==> src/sv/prfu_pkg.sv <==
// Shared types, codes and the microcode program of the packed byte rectangle fill unit.
package prfu_pkg;

   localparam int STEP_W = 4;

   // Command codes carried in the opcode field
   localparam logic [1:0] OPC_FILL = 2'd0;
   localparam logic [1:0] OPC_SET  = 2'd1;
   localparam logic [1:0] OPC_READ = 2'd2;

   typedef enum logic [3:0] {
      UOP_NONE,
      UOP_LOAD,
      UOP_SETUP,
      UOP_PIX_ADDR,
      UOP_ROW_START,
      UOP_RD_P,
      UOP_WR_BYTE,
      UOP_WR_PAIR,
      UOP_ROW_NEXT,
      UOP_CAP_WORD,
      UOP_PUSH
   } uop_type;

   typedef enum logic [3:0] {
      COND_NEVER,
      COND_ALWAYS,
      COND_NO_REQ,
      COND_IS_FILL,
      COND_IS_SET,
      COND_PIX_SKIP,
      COND_FILL_SKIP,
      COND_NO_LEAD,
      COND_NO_PAIR,
      COND_MORE_PAIR,
      COND_NO_TRAIL,
      COND_MORE_ROWS,
      COND_OUT_FULL
   } cond_type;

   typedef struct packed {
      uop_type            uop;
      cond_type           cond;
      logic [STEP_W-1:0]  target;
   } ctrl_word_type;

   // Datapath status seen by the sequencer
   typedef struct packed {
      logic is_fill;
      logic is_set;
      logic pix_skip;
      logic fill_skip;
      logic lead;
      logic pair;
      logic more_pair;
      logic trail;
      logic more_rows;
   } dp_flags_type;

   // Program addresses
   localparam logic [STEP_W-1:0] S_IDLE     = 4'd0;
   localparam logic [STEP_W-1:0] S_SETUP    = 4'd1;
   localparam logic [STEP_W-1:0] S_PIX      = 4'd2;
   localparam logic [STEP_W-1:0] S_PIX_RD   = 4'd3;
   localparam logic [STEP_W-1:0] S_PIX_CAP  = 4'd4;
   localparam logic [STEP_W-1:0] S_PIX_WR   = 4'd5;
   localparam logic [STEP_W-1:0] S_FILL_CHK = 4'd6;
   localparam logic [STEP_W-1:0] S_ROW      = 4'd7;
   localparam logic [STEP_W-1:0] S_LEAD_RD  = 4'd8;
   localparam logic [STEP_W-1:0] S_LEAD_WR  = 4'd9;
   localparam logic [STEP_W-1:0] S_BODY_CHK = 4'd10;
   localparam logic [STEP_W-1:0] S_BODY     = 4'd11;
   localparam logic [STEP_W-1:0] S_TRAIL_RD = 4'd12;
   localparam logic [STEP_W-1:0] S_TRAIL_WR = 4'd13;
   localparam logic [STEP_W-1:0] S_ROW_NEXT = 4'd14;
   localparam logic [STEP_W-1:0] S_RESP     = 4'd15;

   // Control store: jump to target when the condition holds, else step on.
   // The last step wraps to the idle step.
   function automatic ctrl_word_type ucode_word(input logic [STEP_W-1:0] step);
      ctrl_word_type w;
      w = '{uop: UOP_NONE, cond: COND_NEVER, target: S_IDLE};
      case (step)
         S_IDLE:     w = '{uop: UOP_LOAD,      cond: COND_NO_REQ,    target: S_IDLE};
         S_SETUP:    w = '{uop: UOP_SETUP,     cond: COND_IS_FILL,   target: S_FILL_CHK};
         S_PIX:      w = '{uop: UOP_PIX_ADDR,  cond: COND_PIX_SKIP,  target: S_RESP};
         S_PIX_RD:   w = '{uop: UOP_RD_P,      cond: COND_IS_SET,    target: S_PIX_WR};
         S_PIX_CAP:  w = '{uop: UOP_CAP_WORD,  cond: COND_ALWAYS,    target: S_RESP};
         S_PIX_WR:   w = '{uop: UOP_WR_BYTE,   cond: COND_ALWAYS,    target: S_RESP};
         S_FILL_CHK: w = '{uop: UOP_NONE,      cond: COND_FILL_SKIP, target: S_RESP};
         S_ROW:      w = '{uop: UOP_ROW_START, cond: COND_NEVER,     target: S_IDLE};
         S_LEAD_RD:  w = '{uop: UOP_RD_P,      cond: COND_NO_LEAD,   target: S_BODY_CHK};
         S_LEAD_WR:  w = '{uop: UOP_WR_BYTE,   cond: COND_NEVER,     target: S_IDLE};
         S_BODY_CHK: w = '{uop: UOP_NONE,      cond: COND_NO_PAIR,   target: S_TRAIL_RD};
         S_BODY:     w = '{uop: UOP_WR_PAIR,   cond: COND_MORE_PAIR, target: S_BODY};
         S_TRAIL_RD: w = '{uop: UOP_RD_P,      cond: COND_NO_TRAIL,  target: S_ROW_NEXT};
         S_TRAIL_WR: w = '{uop: UOP_WR_BYTE,   cond: COND_NEVER,     target: S_IDLE};
         S_ROW_NEXT: w = '{uop: UOP_ROW_NEXT,  cond: COND_MORE_ROWS, target: S_ROW};
         S_RESP:     w = '{uop: UOP_PUSH,      cond: COND_OUT_FULL,  target: S_RESP};
         default:    w = '{uop: UOP_NONE,      cond: COND_ALWAYS,    target: S_IDLE};
      endcase
      return w;
   endfunction

endpackage

==> src/sv/prfu_seq.sv <==
// Microcode sequencer: step counter, control store lookup and jump condition select.
module prfu_seq (
   input  logic                    clock,
   input  logic                    reset,
   input  logic                    req_tvalid,
   input  logic                    out_full,
   input  prfu_pkg::dp_flags_type  flags,
   output prfu_pkg::ctrl_word_type ctrl,
   output logic                    idle
);

   logic [prfu_pkg::STEP_W-1:0] upc_ff;
   logic [prfu_pkg::STEP_W-1:0] upc_in;
   logic                        take;

   always_comb begin
      ctrl = prfu_pkg::ucode_word(upc_ff);
      idle = (upc_ff == prfu_pkg::S_IDLE);
   end

   always_comb begin
      case (ctrl.cond)
         prfu_pkg::COND_NEVER:     take = 1'b0;
         prfu_pkg::COND_ALWAYS:    take = 1'b1;
         prfu_pkg::COND_NO_REQ:    take = !req_tvalid;
         prfu_pkg::COND_IS_FILL:   take = flags.is_fill;
         prfu_pkg::COND_IS_SET:    take = flags.is_set;
         prfu_pkg::COND_PIX_SKIP:  take = flags.pix_skip;
         prfu_pkg::COND_FILL_SKIP: take = flags.fill_skip;
         prfu_pkg::COND_NO_LEAD:   take = !flags.lead;
         prfu_pkg::COND_NO_PAIR:   take = !flags.pair;
         prfu_pkg::COND_MORE_PAIR: take = flags.more_pair;
         prfu_pkg::COND_NO_TRAIL:  take = !flags.trail;
         prfu_pkg::COND_MORE_ROWS: take = flags.more_rows;
         prfu_pkg::COND_OUT_FULL:  take = out_full;
         default:                  take = 1'b0;
      endcase
      upc_in = take ? ctrl.target : upc_ff + 1'b1;
   end

   always_ff @(posedge clock) begin
      if (reset) begin
         upc_ff <= prfu_pkg::S_IDLE;
      end else begin
         upc_ff <= upc_in;
      end
   end

endmodule

==> config.mk <==
export PLATFORM = sky130hd
export DESIGN_NAME = prfu_seq
export DESIGN_NICKNAME = d
export VERILOG_FILES = /design/src/sv/prfu_pkg.sv /design/src/sv/prfu_seq.sv
export SDC_FILE = /design/constraint.sdc
export NUM_CORES = 1
export LEC_CHECK = 0
export BUFFER_PORTS_ARGS = -buffer_cell sky130_fd_sc_hd__buf_4
export CAP_MARGIN = 0
export CORE_UTILIZATION = 51
export CTS_CLUSTER_DIAMETER = 200
export CTS_CLUSTER_SIZE = 25
export DETAILED_ROUTE_END_ITERATION = 10
export PLACE_DENSITY = 0.78
export SYNTH_ARGS = -nofsm -noshare
export SYNTH_HDL_FRONTEND = slang
export SYNTH_SLANG_ARGS = --single-unit
==> constraint.sdc <==
create_clock -name clock -period 2.77 [get_ports clock]
set_input_delay 0.277 -clock clock [delete_from_list [all_inputs] [get_ports clock]]
set_output_delay 0.277 -clock clock [all_outputs]
set_load 0.05 [all_outputs]
After elaboration in Yosys (flattened, before gate mapping)
Memory sizes are Yosys's and may differ from the RTL's. A register that Yosys moved wholly into a read port is not among the register bits.
Cells that the tools add are included.

cells by class
  add/sub/neg operators = 1
  equality and inequality tests = 12
  mux-type cells = 3
  reductions and logical operators = 5

operator list
  kind                   number
  $eq A4 B4 Y1 const B   5
  $eq A4 B3 Y1 const B   4
  $pmux W1 S12           1
  $eq A4 B2 Y1 const B   2
  $mux W4                2
  $add A4 B1 Y4 const B  1
  $eq A4 B1 Y1 const B   1
  $logic_not A1 Y1       4
  $logic_not A4 Y1       1

word-level totals
  bits in registers = 4
  bits in read-only memories = 192
  output and inout port bits = 13
  logic and storage cells = 23
  memories = 1

memories
  name              depth  bits a word  read ports  clocked after Yosys merged registers in  write ports  RTL line        text
  (name not given)  16     12           1           1                                        0            prfu_pkg.sv:83  case (step)

Logic depth before layout (Yosys ltp)
Gate-level depths: netlist of the first run.

  depth in word-level cells = 4
  mapped depth = 10
  mapped depth without buffers = 9

Worst setup path before layout of the first run
OpenSTA, ideal clock, no wires.

  kind = reg-to-reg
  start = register ctrl[4] (netlist name)
  end = register ctrl[9] (netlist name)
  arrival = 2.780 ns
  data required time = 2.650 ns
  path slack = -0.129 ns
  stages on the path, launching flop included = 10
  path buffers = 1
  clock period less this slack = 2.899 ns
  cell sequence = dfxtp_1 buf_6 nor2b_1 a221oi_2 o311ai_4 mux2i_2 ha_1 inv_1 nor2_1 o31a_1

on the way
  longest elaborated chain between the ends = 4
  elaborated cells on any way between the ends = 15

ends and longest elaborated chain
  element                                     RTL line        text
  $eq A4 B4 Y1, or another cell as far along  prfu_seq.sv:22  case (ctrl.cond)
  $pmux W1 S12 (*)                            prfu_seq.sv:22
  $mux W4 (*)                                 prfu_seq.sv:38  upc_in = take ? ctrl.target : upc_ff + 1'b1;
  $mux W4 (no source line) (*)                --

Every way passes the cells marked *; elsewhere a longest branch is shown, timed or not.
A chain may end at the register's enable or synchronous reset.

Final worst setup path of the first run
  start = register ctrl[4] (netlist name)
  end = register ctrl[9] (netlist name)

on the way
  longest elaborated chain between the ends = 4
  elaborated cells on any way between the ends = 15

ends and longest elaborated chain
  element                                     RTL line
  $eq A4 B4 Y1, or another cell as far along  prfu_seq.sv:22
  $pmux W1 S12 (*)                            prfu_seq.sv:22
  $mux W4 (*)                                 prfu_seq.sv:38
  $mux W4 (no source line) (*)                --

Marks and branches as above.

==> results of run 1 <==
==> tightest hold or removal path, stage by stage <==
cell and delay [ns]:
buf_4 0.12, nor2b_1 0.07, mux2i_4 0.20, inv_1 0.06
==> metal layers <==
metal	part of all wire (%)	global-route usage, %
met1	43	24.9
met2	49	36.6
met3	5.8	2.38
met4	2.5	12.4
met5	0	0
==> stage by stage <==
step,instances,utilization (%),cell area [um^2]
final,165,70.2,1240
after global routing,165,70.2,1240
after CTS,165,70.2,1240
after detailed placement,162,68.9,1220
after global placement,162,68.9,1220
after floorplan,113,-,1000
==> cell families after synthesis <==
logic type	count (synthesis)	synth area share [%]
muxes	6	7.26
adders and majority gates	7	8.92
xor gates and xnor gates	4	3.57
AOI/OAI and AO/OA	24	19.7
buffers and inverters	16	7.90
and+or+nand+nor	40	20.0
DFF	16	32.6
==> worst paths after layout <==
kind	startpoint	end	slack, ns	cells after the start
min	reset	upc_ff[1]	0.49	4
max reg2reg	ctrl[4]	ctrl[9]	0.24	8
min reg2reg	ctrl[1]	upc_ff[1]	0.77	3
max	ctrl[4]	ctrl[9]	0.24	8
==> cell usage in the layout (no fill, tap or decap), types with 2 or more instances in the layout <==
cell type / Yosys / routed
ha_1: 7 / 7
nand2_1: 10 / 10
dfxtp_1: 16 / 13
a21oi_1: 4 / 4
o21ai_0: 5 / 5
xnor2_1: 3 / 3
dfxtp_2: 0 / 3
buf_4: 0 / 29
a22oi_1: 2 / 2
nand3_1: 2 / 2
mux2i_1: 3 / 3
nor2b_1: 6 / 6
a221oi_2: 2 / 2
nor3_1: 3 / 3
mux2i_4: 0 / 2
o31ai_1: 2 / 2
nor2_1: 10 / 10
clkbuf_4: 0 / 3
inv_1: 10 / 10
==> flip-flops by register name, indices dropped and copies added (netlist names) <==
signal,count
ctrl,12
upc_ff,4
==> area by class of cell <==
cell class	instances	area, um^2
flip-flops and latches	16	324
multi-input cells	81	602
clock buffers	3	22.5
well taps	25	31.3
inverters	11	41.3
repair buffers	29	218
fillers	148	526
==> flow_metrics.py, run 1 <==
metrics = {
    "layout": {
        "nNetsFinal": 162,
        "drive_gt1_share_pct": 31.4,
        "n_antenna_cell": 0,
        "syn_to_final_growth_pct": 26.1,
    },
    "timing": {
        "max_freq_mhz": 395,
        "final.setup.worst_slack_ns": 0.238,
        "slew_violations": 0,
        "whs_ns": 0.493,
        "max_slew_margin_pct": 65.7,
        "finalCritPeriodShare_pct": 91.4,
        "fin_crit_ns": 2.53,
        "hold_viol_final": 0,
        "tns_ns": 0,
        "rsz0062_at_grt": "no",
        "setup_viol": 0,
        "finalClockSkew_ns": 0.00311,
        "tightest_slew_ns": 0.513,
    },
    "clock_network": {
        "htree_levels": 1,
        "ctsLongestPathBuffers": 2,
        "numCtsBuffers": 3,
        "ctsResizeCount": 0,
        "postCtsSetupBuffers": 0,
        "cts.clk_slew.worst_paths_ns": 0.08,
        "cts-root-buf": "clkbuf_4",
        "cts.sinks": 16,
        "clk_latency_ns": 0.29,
        "postCtsHoldBufs": 0,
        "cts_tree": "built",
    },
    "setup_path": {
        "endpoint_kind": "flip-flop",
        "crit_arrival_ns": 2.71,
        "path_delay_family": "compound AO/OA/AOI/OAI gates",
        "crit_chain": "nor2b_1 > a221oi_2 > o311ai_4 > mux2i_4 > ha_1 > inv_1 > nor2_1 > o31a_1",
        "startpoint_type": "flip-flop",
        "path_buf_inv": 1,
        "crit_type": "flip-flop to flip-flop",
        "crit_required_ns": 2.95,
        "path_max_fanout": 10,
        "slowest_delay_ns": 0.50,
        "slowest_stage": "o311ai_4",
    },
    "synth": {
        "syn_avg_cell_area_um2": 8.69,
        "synthesis.nets": 133,
        "synth_edf_count": 0,
        "synth_area_leaders": "dfxtp_1 (33%), ha_1 (8.9%), mux2i_2 (4.2%)",
        "syn_inst": 113,
        "ys_async_sr_fraction_pct": 0,
        "synth-seq-cells": 16,
        "netlist_area_um2": 982,
        "yosysMostFrequentCell": "dfxtp_1",
        "yosys_warnings": 0,
        "synth-main-ff-cell": "dfxtp_1",
        "synth_top_cell_by_area": "dfxtp_1",
        "yosysTopAreaCellShare_pct": 32.6,
        "ys_seq_area_share_pct": 32.6,
        "synth_top_cells_by_count": "dfxtp_1 (16), inv_1 (10), nand2_1 (10), nor2_1 (10), ha_1 (7)",
        "synth.distinct_cells": 39,
    },
    "route": {
        "viasPerCell": 5.41,
        "routedWlPerCell_um": 12.2,
        "drcViolationCount": 0,
        "initialDrtViolationCount": 27,
        "wirelength_mm": 2.01,
        "drtPass1Iterations": 4,
        "vias": 892,
        "antenna_left": 0,
    },
    "min_path": {
        "hold_path_class": "primary input to flip-flop",
    },
    "floorplan": {
        "design.portCount": 26,
        "die_area_um2": 2110,
        "coreArea_um2": 1760,
        "initial_core_util_pct": 55.7,
        "die_w_um": 45.9,
        "fp-row-count": 15,
        "fp.dieH_um": 45.9,
    },
    "global_route": {
        "first_global_vias": 782,
        "grt_pass1_wl_mm": 3.16,
        "antenna_found_initial": 0,
        "grt_max_degree": 14,
        "grt_util_all_layers_pct": 21.2,
        "grt_overflow": 0,
    },
    "outcome": {
        "status": "completed",
    },
    "place": {
        "io_buffers": 25,
        "post-place-ws_ns": 0.267,
        "post-dp-hpwl_mm": 1.53,
        "gp_congestion": 0.865,
    },
    "flow_run": {
        "cap_viol_max_count": 0,
    },
}
Power of run 1 is left out: the tool's default activity adds up to more than one toggle a clock period on the data nets, which glitch-free logic cannot reach.
==> run 2: changes to the inputs <==
--- a/config.mk
+++ b/config.mk
@@ -11,7 +11,7 @@
 export CTS_CLUSTER_DIAMETER = 200
 export CTS_CLUSTER_SIZE = 25
 export DETAILED_ROUTE_END_ITERATION = 10
-export PLACE_DENSITY = 0.78
+export PLACE_DENSITY = 0.81
 export SYNTH_ARGS = -nofsm -noshare
 export SYNTH_HDL_FRONTEND = slang
 export SYNTH_SLANG_ARGS = --single-unit
==> run 2 against run 1 <==
  * First-iteration DRC count shrank 48%
  * Maximum frequency grew 0.74%
  * Highest routed layer unchanged
  * Clock-buffer cell count is the same
  * Cell count is the same
  * Largest cell class unchanged
  * Global-route usage grew 0.72 points
  * Clock skew shrank 0.00054 ns
  * Routed wire length shrank 0.30%
  * Setup slack gained 0.019 ns
  * Register-to-register slack gained 0.02 ns
  * Utilization is the same
==> flow_metrics.py, run 2 (synthesis results as in run 1) <==
metrics = {
    "setup_path": {
        "endpoint_kind": "flip-flop",
        "slowest_stage": "o311ai_4",
        "path_buf_inv": 1,
        "reg2reg_from": "ctrl[4]",
        "startpoint_type": "flip-flop",
        "path_delay_family": "compound AO/OA/AOI/OAI gates",
        "crit_type": "flip-flop to flip-flop",
        "crit_chain": "nor2b_1 > a221oi_2 > o311ai_4 > mux2i_4 > inv_1 > ha_1 > o21ai_0 > o22ai_1",
        "slowest_delay_ns": 0.49,
        "crit_arrival_ns": 2.68,
        "crit_required_ns": 2.93,
        "path_max_fanout": 10,
        "cp-startpoint": "ctrl[4]",
        "regToRegSetupSlack_ns": 0.26,
    },
    "place": {
        "post-dp-hpwl_mm": 1.60,
        "dp_cells": 162,
        "gp_congestion": 0.823,
        "io_buffers": 25,
    },
    "global_route": {
        "grt_max_degree": 14,
        "grt_util_all_layers_pct": 21.9,
        "grt_pass1_wl_mm": 3.24,
        "grt_overflow": 0,
        "first_global_vias": 787,
        "antenna_found_initial": 0,
    },
    "route": {
        "routedWlPerCell_um": 12.2,
        "vias": 888,
        "drcViolationCount": 0,
        "wirelength_mm": 2.01,
        "antenna_left": 0,
        "drtPass1Iterations": 4,
        "initialDrtViolationCount": 14,
        "viasPerCell": 5.38,
    },
    "clock_network": {
        "cts-root-buf": "clkbuf_4",
        "htree_levels": 1,
        "cts_tree": "built",
        "ctsResizeCount": 0,
        "cts.sinks": 16,
        "postCtsSetupBuffers": 0,
        "postCtsHoldBufs": 0,
        "numCtsBuffers": 3,
        "cts.clk_slew.worst_paths_ns": 0.08,
        "clk_latency_ns": 0.28,
        "ctsLongestPathBuffers": 2,
    },
    "timing": {
        "fin_crit_ns": 2.51,
        "max_freq_mhz": 398,
        "setup_viol": 0,
        "max_slew_margin_pct": 66.7,
        "tns_ns": 0,
        "rsz0062_at_grt": "no",
        "hold_viol_final": 0,
        "finalCritPeriodShare_pct": 90.7,
        "finalClockSkew_ns": 0.00256,
        "slew_violations": 0,
        "tightest_slew_ns": 0.498,
    },
    "layout": {
        "n_antenna_cell": 0,
        "fillers": 162,
        "drive_gt1_share_pct": 31.4,
        "instances_no_fill": 165,
        "nNetsFinal": 162,
        "final_common_cell": "buf_4",
        "layout_common_cells": "buf_4 (29), dfxtp_1 (13), inv_1 (10), nand2_1 (10), nor2_1 (10)",
        "syn_to_final_growth_pct": 26.1,
        "largest_register_ffs": 12,
    },
    "floorplan": {
        "initial_core_util_pct": 55.7,
        "die_area_um2": 2110,
        "coreArea_um2": 1760,
        "design.portCount": 26,
        "fp-row-count": 15,
        "die_w_um": 45.9,
        "fp.dieH_um": 45.9,
    },
    "flow_run": {
        "cap_viol_max_count": 0,
    },
    "outcome": {
        "status": "completed",
    },
    "min_path": {
        "hold_path_class": "primary input to flip-flop",
        "min_from": "reset",
    },
}
[run 2: cell counts in the layout (fill, tap and decap cells not counted)]
No cell type changed its count.
[run 2: per-stage QoR]
stage	area, um^2	util (%)	setup WS, ns	hold slack [ns]
finish	1240	70.2	0.256	0.516
global route	1240	70.2	0.0741	0.527
CTS	1240	70.2	0.270	0.522
detailed placement	1220	68.9	0.289	0.728
global placement	1220	68.9	0.351	0.728
floorplan	1000	-	0.104	0.649
[run 2: worst paths after layout]
check                           cells past startpoint   endpoint
worst max register to register                      8    ctrl[6]
worst min-delay path                                4  upc_ff[1]
worst min register to register                      3  upc_ff[1]
worst max-delay path                                8    ctrl[6]
[run 2: cell type report]
class                   instances  area (um^2)  area share [%]
multi-input cells              81          602            48.6
flip-flops and latches         16          324            26.2
repair buffers                 29          218            17.6
inverters                      11         41.3            3.33
well taps                      25         31.3            2.53
clock buffers                   3         22.5            1.82
[run 2: worst reg2reg max path: stages (launching register included)]
cell and delay (ns):
dfxtp_2 0.42, nor2b_1 0.23, a221oi_2 0.11, o311ai_4 0.49, mux2i_4 0.38, inv_1 0.18
ha_1 0.29, o21ai_0 0.19, o22ai_1 0.11
[run 2: routing by layer]
| metal | wire, um | up-vias | global-route usage, % |
|---|---|---|---|
| li1 | - | 449 | - |
| met1 | 913 | 410 | 25.3 |
| met2 | 982 | 24 | 36.6 |
| met3 | 76 | 5 | 4.76 |
| met4 | 35 | 0 | 12.9 |
| met5 | 0 | - | 0 |
Power of run 2 is left out for the same reason.
==> run 3: changes to the inputs <==
--- a/config.mk
+++ b/config.mk
@@ -5,9 +5,10 @@
 export SDC_FILE = /design/constraint.sdc
 export NUM_CORES = 1
 export LEC_CHECK = 0
+export ABC_AREA = 1
 export BUFFER_PORTS_ARGS = -buffer_cell sky130_fd_sc_hd__buf_4
 export CAP_MARGIN = 0
-export CORE_UTILIZATION = 51
+export CORE_UTILIZATION = 53
 export CTS_CLUSTER_DIAMETER = 200
 export CTS_CLUSTER_SIZE = 25
 export DETAILED_ROUTE_END_ITERATION = 10
==> run 3 against run 2 <==
  * Clock-buffer cell count rose by 1
  * Critical path depth rose by 4
  * Die area rose by 13%
  * Synthesized area rose by 18%
  * Sequential share of layout area fell by 3.0 points
  * Worst hold slack got worse by 0.29 ns
  * Synthesized cell count rose by 53%
==> flow_metrics.py, run 3 <==
metrics = {
    "floorplan": {
        "fp.dieH_um": 48.8,
        "die_area_um2": 2380,
        "design.portCount": 26,
        "coreArea_um2": 2000,
        "initial_core_util_pct": 57.9,
        "die_w_um": 48.8,
        "fp-row-count": 16,
    },
    "setup_path": {
        "cp_common_cell": "nand2_1",
        "slowest_stage": "dfxtp_1",
        "path_max_fanout": 10,
        "crit_chain": "nor2_1 > nand3_1 > nand2_1 > nor2_1 > nand3_2 > nand2_1 > nand3_4 > ha_1 > inv_1 > a21oi_1 > o21ai_1 > nand2_1",
        "rr_endpoint": "ctrl[9]",
        "regToRegSetupSlack_ns": 0.53,
        "startpoint_type": "flip-flop",
        "endpoint_kind": "flip-flop",
        "crit_arrival_ns": 2.47,
        "crit_required_ns": 3.00,
        "slowest_delay_ns": 0.56,
        "crit_type": "flip-flop to flip-flop",
        "worst-r2r-cell-count": 12,
        "reg2reg_from": "ctrl[4]",
    },
    "clock_network": {
        "cts.clk_slew.worst_paths_ns": 0.09,
        "cts-root-buf": "clkbuf_4",
        "ctsResizeCount": 0,
        "numCtsBuffers": 3,
        "clk_latency_ns": 0.28,
        "ctsLongestPathBuffers": 2,
        "postCtsHoldBufs": 0,
        "cts_tree": "built",
        "postCtsSetupBuffers": 0,
        "cts.sinks": 16,
        "htree_levels": 1,
    },
    "layout": {
        "nNetsFinal": 220,
        "layout_common_cells": "nand2_1 (50), nand3_1 (27), buf_4 (25)",
        "final_common_cell": "nand2_1",
        "final_cell_area_um2": 1380,
        "n_antenna_cell": 0,
        "instances_no_fill": 226,
        "largest_register_ffs": 12,
        "syn_to_final_growth_pct": 19.3,
        "drive_gt1_share_pct": 26.1,
    },
    "route": {
        "routedWlPerCell_um": 10.8,
        "drtPass1Iterations": 4,
        "wirelength_mm": 2.43,
        "antenna_left": 0,
        "viasPerCell": 5.17,
        "initialDrtViolationCount": 42,
        "vias": 1169,
        "drcViolationCount": 0,
    },
    "synth": {
        "yosys_warnings": 0,
        "yosysMostFrequentCell": "nand2_1",
        "synth.distinct_cells": 21,
        "syn_avg_cell_area_um2": 6.70,
        "synth_edf_count": 0,
        "ys_seq_area_share_pct": 27.6,
        "synth_top_cells_by_count": "nand2_1 (50), nand3_1 (27), inv_1 (18), dfxtp_1 (16), nor2_1 (10)",
        "synth-seq-cells": 16,
        "ys_async_sr_fraction_pct": 0,
        "synth-main-ff-cell": "dfxtp_1",
        "netlist_area_um2": 1160,
        "synth_top_cell_by_area": "dfxtp_1",
        "synthesis.nets": 193,
        "syn_inst": 173,
        "synth_area_leaders": "dfxtp_1 (28%), nand2_1 (16%), nand3_1 (12%)",
        "yosysTopAreaCellShare_pct": 27.6,
    },
    "global_route": {
        "grt_overflow": 0,
        "first_global_vias": 1046,
        "antenna_found_initial": 0,
        "grt_pass1_wl_mm": 4.21,
        "grt_max_degree": 20,
        "grt_util_all_layers_pct": 22.4,
    },
    "place": {
        "post-dp-hpwl_mm": 1.96,
        "gp_congestion": 0.968,
        "place_area_um2": 1350,
        "io_buffers": 25,
        "dp_cells": 222,
    },
    "min_path": {
        "worstHoldEndpoint": "upc_ff[3]",
        "holdPathStages": 2,
        "hold_path_class": "primary input to flip-flop",
        "min_from": "reset",
    },
    "timing": {
        "finalCritPeriodShare_pct": 80.8,
        "rsz0062_at_grt": "no",
        "setup_viol": 0,
        "fin_crit_ns": 2.24,
        "tightest_slew_ns": 0.387,
        "finalClockSkew_ns": 0.00393,
        "slew_violations": 0,
        "max_slew_margin_pct": 74.2,
        "max_freq_mhz": 447,
        "tns_ns": 0,
        "hold_viol_final": 0,
    },
    "outcome": {
        "status": "completed",
    },
    "flow_run": {
        "cap_viol_max_count": 0,
    },
}
## run 3: kinds of logic (layout without fill, tap and decap cells)
logic type / count (synthesis) / in the layout / synth area share, %
compound gates: 15 / 15 / 6.80
fa+ha+maj: 7 / 7 / 7.56
buf+inv: 29 / 55 / 11.3
simple gates: 104 / 104 / 45.1
xor+xnor: 2 / 2 / 1.51
flops: 16 / 16 / 27.6
## run 3: worst max-delay path, delay by kind of cell (launching register included)
family	cells	cell delay, ns
DFF	1	0.56
adders and majority gates	1	0.32
AOI/OAI and AO/OA	2	0.34
buffers and inverters	1	0.08
and+or+nand+nor	8	0.87
## run 3: routing by layer
metal  GRT usage, %  vias to the layer above  wire length (um)
met5              0                        -                 0
met4           9.31                        0                21
met3           2.52                        2               125
met2           36.6                       31              1170
met1           29.7                      540              1110
li1               -                      596                 -
## run 3: worst max-delay path by stage
stage	startpoint	endpoint	slack (ns)	cells past startpoint
floorplan	ctrl[4]	ctrl[9]	0.50	13
CTS	ctrl[4]	ctrl[9]	0.55	13
global route	ctrl[4]	ctrl[9]	0.27	14
finish	ctrl[4]	ctrl[9]	0.53	12
global placement	ctrl[4]	ctrl[9]	0.67	13
detailed placement	ctrl[4]	ctrl[9]	0.56	13
## run 3: stage by stage
step / setup slack, ns / hold slack [ns] / utilization, %
after global routing: 0.272 / 0.209 / 69.1
final: 0.532 / 0.224 / 69.1
after global placement: 0.670 / 0.517 / 67.3
after floorplan: 0.497 / 0.484 / -
after detailed placement: 0.563 / 0.519 / 67.3
after CTS: 0.549 / 0.218 / 69.1
## run 3: final cells by class
class,instances,area [um^2]
clock buffer,4,36.3
fill,187,619
inverter,26,97.6
multi-input combinational,128,707
sequential,16,320
tap,27,33.8
timing repair buffer,25,188
Power of run 3 is left out for the same reason.
